==> src/hw/rtl/assert_macros.svh <==
// Assertion helpers shared by the RTL; compiled out for synthesis.
`ifndef ASSERT_MACROS_SVH
`define ASSERT_MACROS_SVH
`ifndef SYNTHESIS
// Same-cycle implication, sampled on clk, off during reset.
`define PLAS_CHECK(lbl, pre, post) \
  lbl: assert property (@(posedge clk) disable iff (!rst_n) (pre) |-> (post)) \
    else $error("assertion failed");
// Next-cycle implication, sampled on clk, off during reset.
`define PLAS_CHECK_NEXT(lbl, pre, post) \
  lbl: assert property (@(posedge clk) disable iff (!rst_n) (pre) |=> (post)) \
    else $error("assertion failed");
`else
`define PLAS_CHECK(lbl, pre, post)
`define PLAS_CHECK_NEXT(lbl, pre, post)
`endif
`endif

==> src/hw/rtl/plas_div.sv <==
module plas_div #(
  parameter int DW = 65,
  parameter int VW = 32
) (
  input  logic          clk,
  input  logic          rst_n,
  input  logic          start,
  input  logic [DW-1:0] dividend,
  input  logic [VW-1:0] divisor,
  output logic          done,
  output logic [DW-1:0] quot
);

  localparam int CNT_W = $clog2(DW);

  logic [DW-1:0]    src_r;
  logic [DW-1:0]    q_r;
  logic [VW:0]      rem_r;
  logic [VW-1:0]    dv_r;
  logic [CNT_W-1:0] cnt_r;
  logic             busy_r;
  logic             done_r;
  logic [VW:0]      rem_t;

  // Shift in one dividend bit and subtract when it fits.
  assign rem_t = {rem_r[VW-1:0], src_r[DW-1]};

  always_ff @(posedge clk) begin
    if (!rst_n) begin
      busy_r <= 1'b0;
      done_r <= 1'b0;
    end else begin
      done_r <= 1'b0;
      if (start) begin
        busy_r <= 1'b1;
      end else if (busy_r && cnt_r == '0) begin
        busy_r <= 1'b0;
        done_r <= 1'b1;
      end
    end
  end

  always_ff @(posedge clk) begin
    if (start) begin
      src_r <= dividend;
      dv_r  <= divisor;
      rem_r <= '0;
      q_r   <= '0;
      cnt_r <= CNT_W'(DW - 1);
    end else if (busy_r) begin
      src_r <= {src_r[DW-2:0], 1'b0};
      cnt_r <= cnt_r - 1'b1;
      if (rem_t >= {1'b0, dv_r}) begin
        rem_r <= rem_t - {1'b0, dv_r};
        q_r   <= {q_r[DW-2:0], 1'b1};
      end else begin
        rem_r <= rem_t;
        q_r   <= {q_r[DW-2:0], 1'b0};
      end
    end
  end

  assign done = done_r;
  assign quot = q_r;

endmodule

==> config.mk <==
export PLATFORM = sky130hd
export DESIGN_NAME = plas_div
export DESIGN_NICKNAME = d
export VERILOG_FILES = /design/src/hw/rtl/assert_macros.svh /design/src/hw/rtl/plas_div.sv
export SDC_FILE = /design/constraint.sdc
export NUM_CORES = 1
export LEC_CHECK = 0
export BUFFER_PORTS_ARGS = -buffer_cell sky130_fd_sc_hd__buf_2
export CORE_UTILIZATION = 55
export DETAILED_ROUTE_END_ITERATION = 8
export GPL_TIMING_DRIVEN = 0
export PLACE_DENSITY = 0.79
export REMOVE_ABC_BUFFERS = 1
export SLEW_MARGIN = 40
export SYNTH_ARGS = -nofsm -noshare
export SYNTH_HDL_FRONTEND = slang
export SYNTH_SLANG_ARGS = --single-unit
==> constraint.sdc <==
create_clock -name clk -period 3.1 [get_ports clk]
set_input_delay 0 -clock clk [delete_from_list [all_inputs] [get_ports clk]]
set_output_delay 0 -clock clk [all_outputs]
set_load 0.005 [all_outputs]
==> metrics.md <==
| Metric | Value |
|---|---|
| Initial Utilization | a little under three fifths |
| Ys Warns | 0 |
| CP endpoint kind | flip-flop |
| CTS Sinks | 203 |
| Register bit total from synthesis | 203 |
| Slew HR | 57.48% |
| Period utilization | 96.22% |
| Worst-margin pin slew | 0.6349 ns |
| Peak VDD IR | around 0.00045 V |
| Clock Skew | roughly 0.012 ns |
| Sequential share of power | 46.7% |
| Clk pwr share | 40.7% |
| Detailed-placement wirelength estimate | 12.37 mm |
| Via/cell ratio | 5.355 |
| Proportion of layout cells with a drive suffix above 1 | 27.02% |
| Top FF cell, synth | dfxtp_1 |
| DR WL/cell | 16.24 um |
| Io pins | 166 |
| Synth cell types | 52 |
| Vias | a little over 7,000 |
| Worst Path Max Fanout | 6 |
| Max Clk Rate | 335.3 MHz |
| Largest cells by area after synthesis | edfxtp_1, dfxtp_1, mux2_2 |
| Antenna violations before repair | 0 |
| Max-slew violation count | 0 |
| Final setup viols | 0 |
| Largest area contributor in the netlist | edfxtp_1 |
| Finished Cell Area | 12,370 um2 |
| Largest net degree at the start of global routing | 85 |
| Switching power | 1.558 mW |
| Detailed Route WL | between 20 and 25 mm |
| Gpl congestion | 0.8620 |
| Max Root-Sink Buffers | 3 |
| Hold WC Path Type | in -> reg |
| Post-DRT Antenna Nets | 0 |
| Async SR Flop Fraction | 0% |
| Post-synth EDFFs | 97 |
| Fill count | 1,111 |
| P_leak | 5.305 nW |
| Switch share | 23.62% |
| # nets final | 1,231 |
| PortBufs | 165 |
| Die area | between 15,000 and 20,000 um2 |
| DIE WIDTH | 132.2 um |
| GRT Util Overall | 24.90% |
| Row count | 47 |
| Cells after Synth | 831 |
| Sequential cell area | 5039 um2 |
| Worst Path Arrival | 3.39 ns |
| Inserted Clock Buffers | 23 |
| Multi-input logic area | 4061 um2 |
| Max_cap viols | 0 |
| Vias in the first global route | 7,103 |
| Fin cells | 1,334 |
| Combinational share of power | 12.6% |
| Placed insts | 1,184 |
| Total gr overflow | 0 |
| DRT Pass-1 Iters | 5 |
| Synthesized area | 9329 um2 |
| Seq/Total Area, Yosys | 53.97% |
| Commonest cells post-synth | dfxtp_1, nor2_1, edfxtp_1 |
| Ant diodes | 0 |
| CP required | 3.51 ns |
| Tmin final | 2.983 ns |
| Post-route DRC | 0 |
| CTS tree | done |
| Root Driver | clkbuf_16 |
| Syn_area_per_cell | 11.23 um2 |
| Crit path kind | reg -> reg |
| Critical Path Source Type | flip-flop |
| Die Ht | ~130 um |
| Final hold vios | 0 |
| Syn-to-layout area delta | 32.59% |
| Worst-Skew Late Latency | between 0.5 and 0.6 ns |
| Global-route wire length before repair | 35.22 mm |
| Pint | just over 5 mW |
| Yosys top cell area share | 31.22% |
| Most frequent cell after synthesis | dfxtp_1 |
| Status | completed |
| PwrDens | 533.2 nW/um2 |
| Clock transition at path regs | roughly 0.06 ns |
| Worst hold slack | between 0.15 and 0.2 ns |
| H-tree depth | 1 |
| DRT iter0 DRCs | 396 |
| Core area | 16,580 um2 |
| Placed Instance Area | 10,480 um2 |
## path summary, 6_finish.rpt
check	endpoint	slack (ns)	depth (start not counted)	start
hold reg to reg	rem_r[8]	0.48	2	rem_r[8]
hold / removal	dv_r[26]	0.19	2	divisor[26]
setup / recovery	rem_r[5]	0.12	11	dv_r[4]
setup reg to reg	rem_r[5]	0.12	11	dv_r[4]
## repair_timing
action	CTS	global route
hold endpoints to repair	120	0
cloned	0	1
hold buffers	99	0
setup endpoints to repair	4	26
buffers inserted	0	8
resized for setup	2	13
pin swaps	1	7
## final cells by class
class / count / area share (%)
sequential: 203 / 40.73
multi-input combinational: 543 / 32.83
timing repair buffer: 280 / 16.65
clock buffer: 36 / 5.533
tap: 220 / 2.225
inverter: 46 / 1.436
clock inverter: 6 / 0.5867
## sequential cells by signal, indices dropped and copies added (netlist names)
| register | count |
|---|---|
| quot | 65 |
| src_r | 65 |
| dv_r | 32 |
| rem_r | 32 |
| cnt_r | 7 |
| busy_r | 1 |
| done | 1 |
## per-stage QoR
| step | util [%] | total power [mW] | setup slack (ns) | TNS (ns) |
|---|---|---|---|---|
| 2_1_floorplan | - | 3.598 | -2.822 | -242.07 |
| 3_3_place_gp | 61.90 | 3.810 | -5.532 | -572.45 |
| 3_5_place_dp | 63.18 | 3.821 | -0.1789 | -0.2416 |
| 4_1_cts | 73.78 | 6.623 | 0.006730 | 0 |
| 5_1_grt | 74.59 | 6.853 | -0.002969 | -0.002969 |
| 6_report | 74.59 | 6.596 | 0.1172 | 0 |
## power by group through the flow
stage	registers, mW	clock network, mW	logic, mW
floorplan	3.12	0	0.474
global placement	3.15	0	0.656
detailed placement	3.12	0	0.698
CTS	3.07	2.75	0.802
global route	3.10	2.84	0.914
finish	3.08	2.68	0.832
## worst max-delay path, cell delays in order (launching register included)
cell,delay (ns)
edfxtp_1,0.32
inv_1,0.04
ha_2,0.37
and4_1,0.21
nand2_1,0.09
a21oi_2,0.17
o2111ai_2,0.17
a211oi_2,0.35
nor2b_4,0.12
o31a_4,0.40
or3_1,0.38
a311oi_1,0.27
## layout by cell type, fill, tap and decap left out, drive strengths merged, types with 7 or more instances in the layout
| cell | instances |
|---|---|
| inv | 48 |
| nand2b | 7 |
| dfxtp | 106 |
| mux2i | 71 |
| o21ai | 39 |
| xnor2 | 17 |
| nor2b | 9 |
| a32oi | 11 |
| a211oi | 11 |
| nand2 | 51 |
| a21oi | 35 |
| a21o | 10 |
| mux2 | 65 |
| ha | 33 |
| a311oi | 14 |
| clkbuf | 36 |
| dlygate4sd3 | 99 |
| nor2 | 103 |
| xor2 | 15 |
| buf | 181 |
| edfxtp | 97 |
## kinds of logic (layout without fill, tap and decap cells)
family | Yosys count | count (layout) | synth area share [%]
AO/OA/AOI/OAI | 145 | 146 | 10.35
AND/OR/NAND/NOR | 195 | 195 | 8.946
multiplexers | 136 | 136 | 15.46
flip-flops | 203 | 203 | 53.97
adder cells (fa/ha/maj) | 34 | 34 | 4.641
XOR/XNOR | 32 | 32 | 3.004
buffers and inverters | 86 | 368 | 3.621
## metal layers
layer	GRT usage [%]	share of wire, %	vias to the layer above
li1	-	-	3531
met1	31.44	43	3374
met2	42.80	49	187
met3	5.267	5.3	52
met4	7.791	3.0	0
met5	0	0	-
No activity file was read; power rests on OpenSTA's default activity.
