### src/hw/rtl/assert_macros.svh
// Assertion helpers shared by the RTL; compiled out for synthesis.
`ifndef ASSERT_MACROS_SVH
`define ASSERT_MACROS_SVH
`ifndef SYNTHESIS
// Same-cycle implication, sampled on clk, off during reset.
`define PLAS_CHECK(lbl, pre, post) \
  lbl: assert property (@(posedge clk) disable iff (!rst_n) (pre) |-> (post)) \
    else $error("assertion failed");
// Next-cycle implication, sampled on clk, off during reset.
`define PLAS_CHECK_NEXT(lbl, pre, post) \
  lbl: assert property (@(posedge clk) disable iff (!rst_n) (pre) |=> (post)) \
    else $error("assertion failed");
`else
`define PLAS_CHECK(lbl, pre, post)
`define PLAS_CHECK_NEXT(lbl, pre, post)
`endif
`endif

### src/hw/rtl/plas_sqrt.sv
module plas_sqrt (
  input  logic        clk,
  input  logic        rst_n,
  input  logic        start,
  input  logic [63:0] din,
  output logic        busy,
  output logic        done,
  output logic [31:0] root
);

  logic [63:0] src_r;
  logic [35:0] rem_r;
  logic [31:0] root_r;
  logic [4:0]  cnt_r;
  logic        busy_r;
  logic        done_r;
  logic [35:0] rem_t;
  logic [35:0] trial;

  // Bring down two bits and try the next root bit.
  assign rem_t = {rem_r[33:0], src_r[63:62]};
  assign trial = {2'b00, root_r, 2'b01};

  always_ff @(posedge clk) begin
    if (!rst_n) begin
      busy_r <= 1'b0;
      done_r <= 1'b0;
    end else begin
      done_r <= 1'b0;
      if (start) begin
        busy_r <= 1'b1;
      end else if (busy_r && cnt_r == 5'd0) begin
        busy_r <= 1'b0;
        done_r <= 1'b1;
      end
    end
  end

  always_ff @(posedge clk) begin
    if (start) begin
      src_r  <= din;
      rem_r  <= '0;
      root_r <= '0;
      cnt_r  <= 5'd31;
    end else if (busy_r) begin
      src_r <= {src_r[61:0], 2'b00};
      cnt_r <= cnt_r - 5'd1;
      if (rem_t >= trial) begin
        rem_r  <= rem_t - trial;
        root_r <= {root_r[30:0], 1'b1};
      end else begin
        rem_r  <= rem_t;
        root_r <= {root_r[30:0], 1'b0};
      end
    end
  end

  assign busy = busy_r;
  assign done = done_r;
  assign root = root_r;

endmodule

### config.mk
export PLATFORM = sky130hd
export DESIGN_NAME = plas_sqrt
export DESIGN_NICKNAME = d
export VERILOG_FILES = /design/src/hw/rtl/assert_macros.svh /design/src/hw/rtl/plas_sqrt.sv
export SDC_FILE = /design/constraint.sdc
export NUM_CORES = 1
export LEC_CHECK = 0
export BUFFER_PORTS_ARGS = -buffer_cell sky130_fd_sc_hd__clkbuf_2
export CAP_MARGIN = 20
export CORE_MARGIN = 4
export CORE_UTILIZATION = 35
export DETAILED_ROUTE_END_ITERATION = 10
export RECOVER_POWER = 100
export SLEW_MARGIN = 0
export SYNTH_ARGS = -nofsm -noshare
export SYNTH_HDL_FRONTEND = slang
export SYNTH_SLANG_ARGS = --single-unit
### constraint.sdc
create_clock -name clk -period 2.5 [get_ports clk]
set_input_delay 0.5 -clock clk [delete_from_list [all_inputs] [get_ports clk]]
set_output_delay 0.5 -clock clk [all_outputs]
set_load 0.01 [all_outputs]
==> flow_summary.yaml, run 1 <==
power:
  power_density_nw_per_um2: 1270
  p_total_mw: 13.4
  p_leak_nw: 4.34
  max-vdd-ir-drop_uv: 668
die:
  start_util: 0.356
  core-area_um2: 21100
  fp.dieW_um: 154
  rows: 53
  ios: 101
  fp.dieArea_um2: 23900
  die_height_um: 154
final_layout:
  layout_common_cells: "buf_4 (154), clkbuf_2 (72), nor2_1 (68), edfxtp_1 (64)"
  synthToLayoutAreaGrowth_pct: 41.4
  multiInputGateArea_um2: 4320
  fin_area_um2: 10600
  final_common_cell: "buf_4"
  drive_above_1_share: 0.447
  seq_area_um2: 3400
  nFillCells: 1957
  antenna_cells_inserted: 0
  nNetsFinal: 1083
  instances_no_fill: 1269
route:
  wirelength_mm: 18.6
  ant_nets: 0
  drtPass1Iterations: 5
  routedWlPerCell_um: 14.7
  via_per_inst: 4.94
  drt-initial-drc-count: 288
  route.detailed.drc: 0
  vias: 6265
synthesis:
  synthesis.area_um2: 7510
  syn_nets: 837
  synth-main-ff-cell: "dfxtp_1"
  ys_ff_latch: 137
  syn_inst: 735
  synth-async-reset-ratio: 0
  syn_avg_cell_area_um2: 10.2
  synth_edf_count: 64
  yosys_warnings: 0
  synthDistinctLibCells: 56
  synth-seq-area-share: 0.451
place:
  place_hpwl_mm: 13.3
  placed_cells: 1229
  place_ws_ps: -322
  port_buffers: 100
  gp_congestion: 0.847
  dpl-instance-area_um2: 9620
timing:
  min_period_ps: 2710
  slew_headroom: 0.0994
  worst_slew_pin_slew_ps: 1350
  slew_violations: 0
  post-route-period-util: 1.09
  fmax_mhz: 368
  setup_tns_ps: -5510
  layout_setup_ws_ps: -214
  hold_viol: 0
  rsz0062_at_grt: "yes"
  finalSetupViolCount: 35
  fin_skew_ps: 10.8
global_route:
  grt_pass1_vias: 6353
  antenna_found_initial: 0
  grt_start_max_net_pins: 65
  grt_overflow_total: 0
  grt_pass1_wl_mm: 30.6
  grtUsageTotal: 0.157
critical_path:
  crit_required_ps: 2860
  cp_slowest_cell: "or4_4"
  worst-setup-path-type: "register to register"
  cp-end-kind: "register"
  path_buf_inv: 3
  worstPathMaxFanout: 7
  worstSetupStartpointType: "register"
  cp_top_family: "simple AND/OR/NAND/NOR gates"
  cp_slowest_stage_delay_ps: 400
  path_cells: "inv_2, ha_4, nand4_4, nor4_4, nand4_1, and3_1, or4_4, and3_4, buf_8, buf_4, nor2_1, a21oi_1, a211oi_2"
  arrival_ps: 3070
  r2r_setup_slack_ps: -210
clock_tree:
  cts.sinks: 137
  htreeDepth: 4
  cts_buffer_depth: 2
  cts_tree: "built"
  cts-buffers-inserted: 17
  root_buffer: "clkbuf_16"
  cts_hold_buf: 0
  clkTransAtPathRegs_ps: 70
  clock_latency_ps: 430
run:
  maxCapViolCount: 0
status:
  violations: "setup timing"
  status: "finished, violations left"
min_path:
  hp-class: "input pin to register"
where the power goes:
group          internal, mW  switching (mW)  total, mW
sequential             2.65           0.164       2.82
combinational          4.24            3.97       8.21
clock                  1.31            1.10       2.41
area by class of cell:
cell class              instances  share of cell area
repair buffers                272               0.172
clock inverters                15              0.0124
clock buffers                  17              0.0401
inverters                      42              0.0152
flip-flops and latches        137               0.320
well taps                     275              0.0324
multi-input cells             511               0.407
worst register-to-register path, delay by kind of cell, from the launching register on:
kind            cells  cell delay, ps
simple gates        7            1460
buf+inv             3             340
flops               1             330
fa+ha+maj           1             280
compound gates      2             230
metal layers:
metal  up-vias  wire [µm]  global-route usage
met2       144       8590               0.251
met5         -          0                   0
li1       3152          -                   -
met3        32       1300              0.0557
met4         0        386              0.0635
met1      2937       8340               0.194
cells by family (layout without fill, tap and decap cells):
group,count (synthesis),after routing,synth area share
DFF,137,137,0.451
buffers and inverters,87,346,0.0478
xor gates and xnor gates,35,35,0.0408
muxes,98,98,0.141
adders and majority gates,35,35,0.0583
and+or+nand+nor,172,172,0.109
AOI/OAI and AO/OA,171,171,0.153
synthesized netlist by cell type, drive strengths merged, types with 2 or more instances:
cell,n,share of area
nor2b,3,0.0025
o21a,2,0.0020
inv,42,0.021
o31ai,5,0.0050
nor2,84,0.042
clkbuf,35,0.018
ha,35,0.058
mux2,62,0.093
nor4b,2,0.0023
a2111oi,2,0.0023
or4,2,0.0020
nand2b,14,0.012
and2,3,0.0025
nand3,6,0.0040
xor2,16,0.019
a21oi,54,0.036
o211ai,3,0.0030
nand2,31,0.015
nor3b,2,0.0020
mux2i,36,0.048
a32oi,9,0.011
nor4,4,0.0053
a21o,12,0.012
xnor2,19,0.022
a31oi,10,0.0083
a211oi,22,0.031
nand4,7,0.0067
o21ai,36,0.024
edfxtp,64,0.26
and3,5,0.0042
dfxtp,73,0.19
nor3,6,0.0047
buf,10,0.0090
a21boi,4,0.0040
timing repair:
item,in CTS,in global routing
resized for setup,48,44
gates cloned,1,1
setup endpoints to repair,35,35
pin swaps,10,9
hold endpoints to repair,0,0
setup buffers,4,2
flip-flops by register name, indices dropped and copies added, names as in the netlist:
signal / flops
src_r: 64
rem_r: 34
root: 32
cnt_r: 5
busy: 1
done: 1
per-stage QoR:
stage,hold slack (ps),util
after floorplan,434,-
after global placement,457,0.456
after detailed placement,465,0.456
after CTS,291,0.496
after global routing,314,0.503
final,303,0.503
worst paths after layout:
path	from	depth (start not counted)	endpoint
max	root[21]	13	rem_r[1]
min	rst_n	3	busy
max reg2reg	root[21]	13	rem_r[1]
min reg2reg	rem_r[32]	2	rem_r[32]
(Power assumes the default switching activity.)
==> run 2: changes to the inputs <==
- ABC_AREA: default -> 1
- clock period: 2.5 -> 3.25 ns (I/O delays scaled with it)
==> run 2 against run 1 <==
The flow finishes with violations (capacitance limit, slew limit). Worst setup slack gained 780 ps. Sequential power shrank 25%. Clock skew grew 0.58 ps. Largest cell class unchanged. Synthesized cell count grew 59%. Flip-flop and latch count is the same. Power shrank 39%. Clock power shrank 17%. Utilization shrank 8.9 points. Design area shrank 12%.
==> flow_summary.yaml, run 2 <==
synthesis:
  synthesis.area_um2: 8060
  synthTopCellsByArea: "nand2_1 (25%), edfxtp_1 (24%), dfxtp_1 (18%)"
  synth_common_cells: "nand2_1 (537), inv_1 (139), nor2_1 (79)"
  syn_avg_cell_area_um2: 6.90
  synth_top_cell_area_share: 0.250
  syn_inst: 1168
  synth-async-reset-ratio: 0
  synthDistinctLibCells: 38
  yosysTopAreaCell: "nand2_1"
  synth-seq-area-share: 0.420
  ys_ff_latch: 137
  syn_nets: 1270
  yosys_warnings: 0
  synth-main-ff-cell: "dfxtp_1"
  synth_edf_count: 64
  synth_most_common_cell: "nand2_1"
final_layout:
  final_common_cell: "nand2_1"
  final_util: 0.415
  layout_common_cells: "nand2_1 (537), inv_1 (139), nor2_1 (78), dfxtp_1 (73), nand3_1 (69)"
  drive_above_1_share: 0.0956
  largest-register: "src_r"
  synthToLayoutAreaGrowth_pct: 16.4
  nNetsFinal: 1365
  antenna_cells_inserted: 0
  largest_reg_flops: 64
critical_path:
  worstPathMaxFanout: 17
  arrival_ps: 3050
  worst-setup-path-type: "register to register"
  crit_required_ps: 3610
  cp_common_cell: "nand2_1"
  cp_slowest_stage_delay_ps: 750
  path_cells: "inv_1, ha_1, a21oi_1, nand2_1, nand2_1, nand2_1, nand2_1, nand3_1, a21boi_2, nand3_1, nand2_1, nand2_1, nand2_1"
  r2r_cells: 13
  worstSetupStartpointType: "register"
  cp-end-kind: "register"
  cp_slowest_cell: "a21boi_2"
clock_tree:
  htreeDepth: 4
  postCtsSetupBuffers: 0
  clock_latency_ps: 430
  cts_hold_buf: 0
  root_buffer: "clkbuf_16"
  clkTransAtPathRegs_ps: 70
  cts_tree: "built"
  cts_resized: 0
  cts.sinks: 137
  cts-buffers-inserted: 17
  cts_buffer_depth: 2
power:
  max-vdd-ir-drop_uv: 425
  power_density_nw_per_um2: 880
  p_leak_nw: 4.80
route:
  routedWlPerCell_um: 13.7
  ant_nets: 0
  via_per_inst: 4.74
  route.detailed.drc: 0
  vias: 7403
  drtPass1Iterations: 6
  drt-initial-drc-count: 467
  wirelength_mm: 21.3
global_route:
  antenna_found_initial: 0
  grt_pass1_vias: 7069
  grtUsageTotal: 0.166
  grt_start_max_net_pins: 65
  grt_overflow_total: 0
  grt_pass1_wl_mm: 34.9
timing:
  rsz0062_at_grt: "no"
  finalSetupViolCount: 0
  fmax_mhz: 372
  post-route-period-util: 0.826
  slew_headroom: -0.160
  fin_skew_ps: 11.4
  worst_slew_pin_slew_ps: 1740
  setup_tns_ps: 0
  slew_violations: 36
  hold_viol: 0
  min_period_ps: 2690
min_path:
  hp-class: "register to register"
  whs_path_depth: 2
die:
  core-area_um2: 22600
  fp.dieW_um: 160
  start_util: 0.356
  ios: 101
  die_height_um: 160
  fp.dieArea_um2: 25500
  rows: 55
status:
  violations: "capacitance limit, slew limit"
  status: "finished, violations left"
place:
  port_buffers: 100
  gp_congestion: 0.940
  place_hpwl_mm: 16.1
run:
  maxCapViolCount: 1
==> run 2: critical path: cells and delay by family (launching register included) <==
kind                     cells  cell delay, ps
AND/OR/NAND/NOR              9             870
buffers and inverters        1              80
AO/OA/AOI/OAI                2             990
flip-flops                   1             330
adder cells (fa/ha/maj)      1             360
==> run 2: kinds of logic (layout without fill, tap and decap cells) <==
kind of cell | Yosys count | count (layout) | synth area share
AO/OA/AOI/OAI | 89 | 89 | 0.0650
XOR/XNOR | 17 | 17 | 0.0185
adder cells (fa/ha/maj) | 35 | 35 | 0.0543
buffers and inverters | 175 | 283 | 0.0856
flip-flops | 137 | 137 | 0.420
AND/OR/NAND/NOR | 715 | 715 | 0.357
==> run 2: path summary, 6_finish.rpt <==
path,start,end,slack [ps]
min reg2reg,rem_r[32],rem_r[32],450
max reg2reg,root[21],rem_r[9],560
max,root[21],rem_r[9],560
min,rem_r[32],rem_r[32],450
==> run 2: cell type report <==
| cell class | count | area, µm² |
|---|---|---|
| well taps | 285 | 357 |
| inverters | 142 | 534 |
| clock buffers | 17 | 425 |
| fillers | 2420 | 13300 |
| flip-flops and latches | 137 | 3380 |
| clock inverters | 15 | 180 |
| multi-input cells | 856 | 3990 |
| repair buffers | 109 | 522 |
==> run 2: where the power goes <==
group | total [mW] | switching, mW | internal (mW)
clock | 1.99 | 0.886 | 1.10
combinational | 4.16 | 2.82 | 1.34
sequential | 2.11 | 0.100 | 2.01
total | 8.26 | 3.81 | 4.45
==> run 2: metal layers <==
layer,track usage,up-vias,share of wire
met5,0,-,0
met4,0.0579,0,0.023
met3,0.0379,34,0.057
met2,0.269,188,0.45
met1,0.219,3293,0.47
li1,-,3888,-
==> run 2: through the flow <==
step	hold slack, ps	power [mW]	std cells	instance area (µm²)	setup slack, ps
floorplan	427	5.34	1168	8070	668
global placement	445	6.28	1529	8870	762
detailed placement	442	6.31	1529	8870	710
CTS	446	8.33	1561	9480	680
global route	461	8.96	1561	9390	285
finish	454	8.26	1561	9390	565
==> run 3: changes to the inputs <==
- clock period: 3.25 -> 2.2 ns (I/O delays scaled with it)
==> run 3 against run 2 <==
Wire length increased by 10%. Sequential power increased by 50%. Clock power increased by 55%. Flip-flop and latch count unchanged. The run now ends clean. Non-clock buffer count increased by 77.
==> flow_summary.yaml, run 3 (same netlist as run 2, synthesis figures left out) <==
critical_path:
  worstSetupStartpointType: "register"
  arrival_ps: 2480
  cp_slowest_cell: "dfxtp_2"
  path_buf_inv: 3
  cp_top_family: "simple AND/OR/NAND/NOR gates"
  cp_slowest_stage_delay_ps: 320
  path_cells: "inv_1, ha_4, nand2_1, nand2_2, a21oi_2, nand2_2, a21oi_2, nand4_4, buf_12, clkbuf_16, nand2_1, nand2_1, nand2_1, nand2_1"
  worst-setup-path-type: "register to register"
  cp_common_cell: "nand2_1"
  cp-end-kind: "register"
  crit_required_ps: 2530
  worstPathMaxFanout: 6
clock_tree:
  root_buffer: "clkbuf_16"
  htreeDepth: 4
  clock_latency_ps: 440
  cts-buffers-inserted: 17
  cts_tree: "built"
  clkTransAtPathRegs_ps: 70
  cts_buffer_depth: 2
  cts.sinks: 137
global_route:
  grt_pass1_vias: 7653
  grt_overflow_total: 0
  grt_start_max_net_pins: 67
  antenna_found_initial: 0
  grt_pass1_wl_mm: 36.7
  grtUsageTotal: 0.174
power:
  p_sw_frac: 0.443
  power_frac_seq: 0.215
  p_clk_frac: 0.209
  p_total_mw: 14.8
  max-vdd-ir-drop_uv: 659
  intPower_mw: 8.22
  switching_power_mw: 6.53
  pwr-share-comb: 0.576
  p_leak_nw: 5.34
  power_density_nw_per_um2: 1360
final_layout:
  final_common_cell: "nand2_1"
  drive_above_1_share: 0.266
  synthToLayoutAreaGrowth_pct: 34.8
  instances_no_fill: 1639
  multiInputGateArea_um2: 4710
  seq_area_um2: 3420
  largest-register: "src_r"
  largest_reg_flops: 64
  layout_common_cells: "nand2_1 (499), inv_1 (112), clkbuf_2 (72), buf_4 (71), nor2_1 (65)"
  nFillCells: 2278
  final_util: 0.480
  nNetsFinal: 1443
  antenna_cells_inserted: 0
die:
  ios: 101
  fp.dieW_um: 160
  die_height_um: 160
  fp.dieArea_um2: 25500
  core-area_um2: 22600
  rows: 55
  start_util: 0.356
route:
  wl_met3_mm: 1.28
  routedWlPerCell_um: 14.4
  wl_met2_mm: 11.4
  drt-initial-drc-count: 400
  topRoutingLayerUsed: "met4"
  ant_nets: 0
  m1WireLength_mm: 10.5
  vias: 7893
  route.detailed.drc: 0
  via_per_inst: 4.82
  wirelength_mm: 23.5
  drtPass1Iterations: 5
place:
  gp_congestion: 0.932
  port_buffers: 100
  place_ws_ps: -111
  placed_cells: 1591
  place_hpwl_mm: 16.4
timing:
  hold_slack_ps: 248
  finalSetupViolCount: 0
  fmax_mhz: 466
  post-route-period-util: 0.976
  hold_viol: 0
  layout_setup_ws_ps: 52.9
  worst_slew_pin_slew_ps: 1270
  slew_violations: 0
  slew_headroom: 0.156
  min_period_ps: 2150
  fin_skew_ps: 13.8
status:
  status: "finished, final reports clean"
run:
  maxCapViolCount: 0
min_path:
  hp-class: "input pin to register"
-- run 3: cell types whose count changed in the layout (fill, tap and decap cells not counted), sizes merged --
cell / change
inv: +2
clkinv: -3
clkbuf: +3
nand3: +1
bufinv: +1
buf: +74
-- run 3: routing by layer --
layer | global-route usage | up-vias
met2 | 0.294 | 188
met1 | 0.223 | 3626
met4 | 0.0536 | 0
li1 | - | 4051
met5 | 0 | -
met3 | 0.0400 | 28
-- run 3: final timing paths --
kind | from | to | slack (ps) | cells past startpoint
worst min-delay path | rst_n | done | 250 | 3
worst max register to register | root[23] | rem_r[17] | 50 | 14
worst min register to register | rem_r[32] | rem_r[32] | 450 | 2
worst max-delay path | root[23] | rem_r[17] | 50 | 14
-- run 3: what timing repair did --
action,CTS,global route
setup endpoints to repair,27,35
cloned,1,4
setup buffers,0,11
hold buffers,0,0
pin swaps,1,40
gates resized for setup,7,178
-- run 3: worst register-to-register path, cell delays in order, from the launching register on --
cell       delay, ps
dfxtp_2          320
inv_1            110
ha_4             230
nand2_1           70
nand2_2           70
a21oi_2          200
nand2_2          100
a21oi_2          200
nand4_4          170
buf_12           190
clkbuf_16        160
nand2_1           50
nand2_1           60
nand2_1           70
nand2_1           50
-- run 3: stage by stage --
| step | cell area, µm² | setup TNS, ps |
|---|---|---|
| 4_1_cts | 10100 | 0 |
| 2_1_floorplan | 8070 | 0 |
| 5_1_grt | 10900 | -327 |
| 3_3_place_gp | 9390 | -280 |
| 3_5_place_dp | 9390 | -509 |
| 6_report | 10900 | 0 |
-- run 3: layout make-up --
| type | count | area share |
|---|---|---|
| multi-input combinational | 857 | 0.434 |
| sequential | 137 | 0.314 |
| timing repair buffer | 186 | 0.113 |
| inverter | 142 | 0.0490 |
| clock buffer | 17 | 0.0391 |
| tap | 285 | 0.0328 |
| clock inverter | 15 | 0.0183 |
-- run 3: power groups by stage --
stage / Clock (mW) / Combinational (mW) / Sequential [mW]
after floorplan: 0 / 4.76 / 3.13
after global placement: 0 / 6.73 / 3.16
after detailed placement: 0 / 6.76 / 3.16
after CTS: 3.14 / 6.94 / 3.11
after global routing: 3.24 / 9.44 / 3.20
final: 3.09 / 8.50 / 3.17
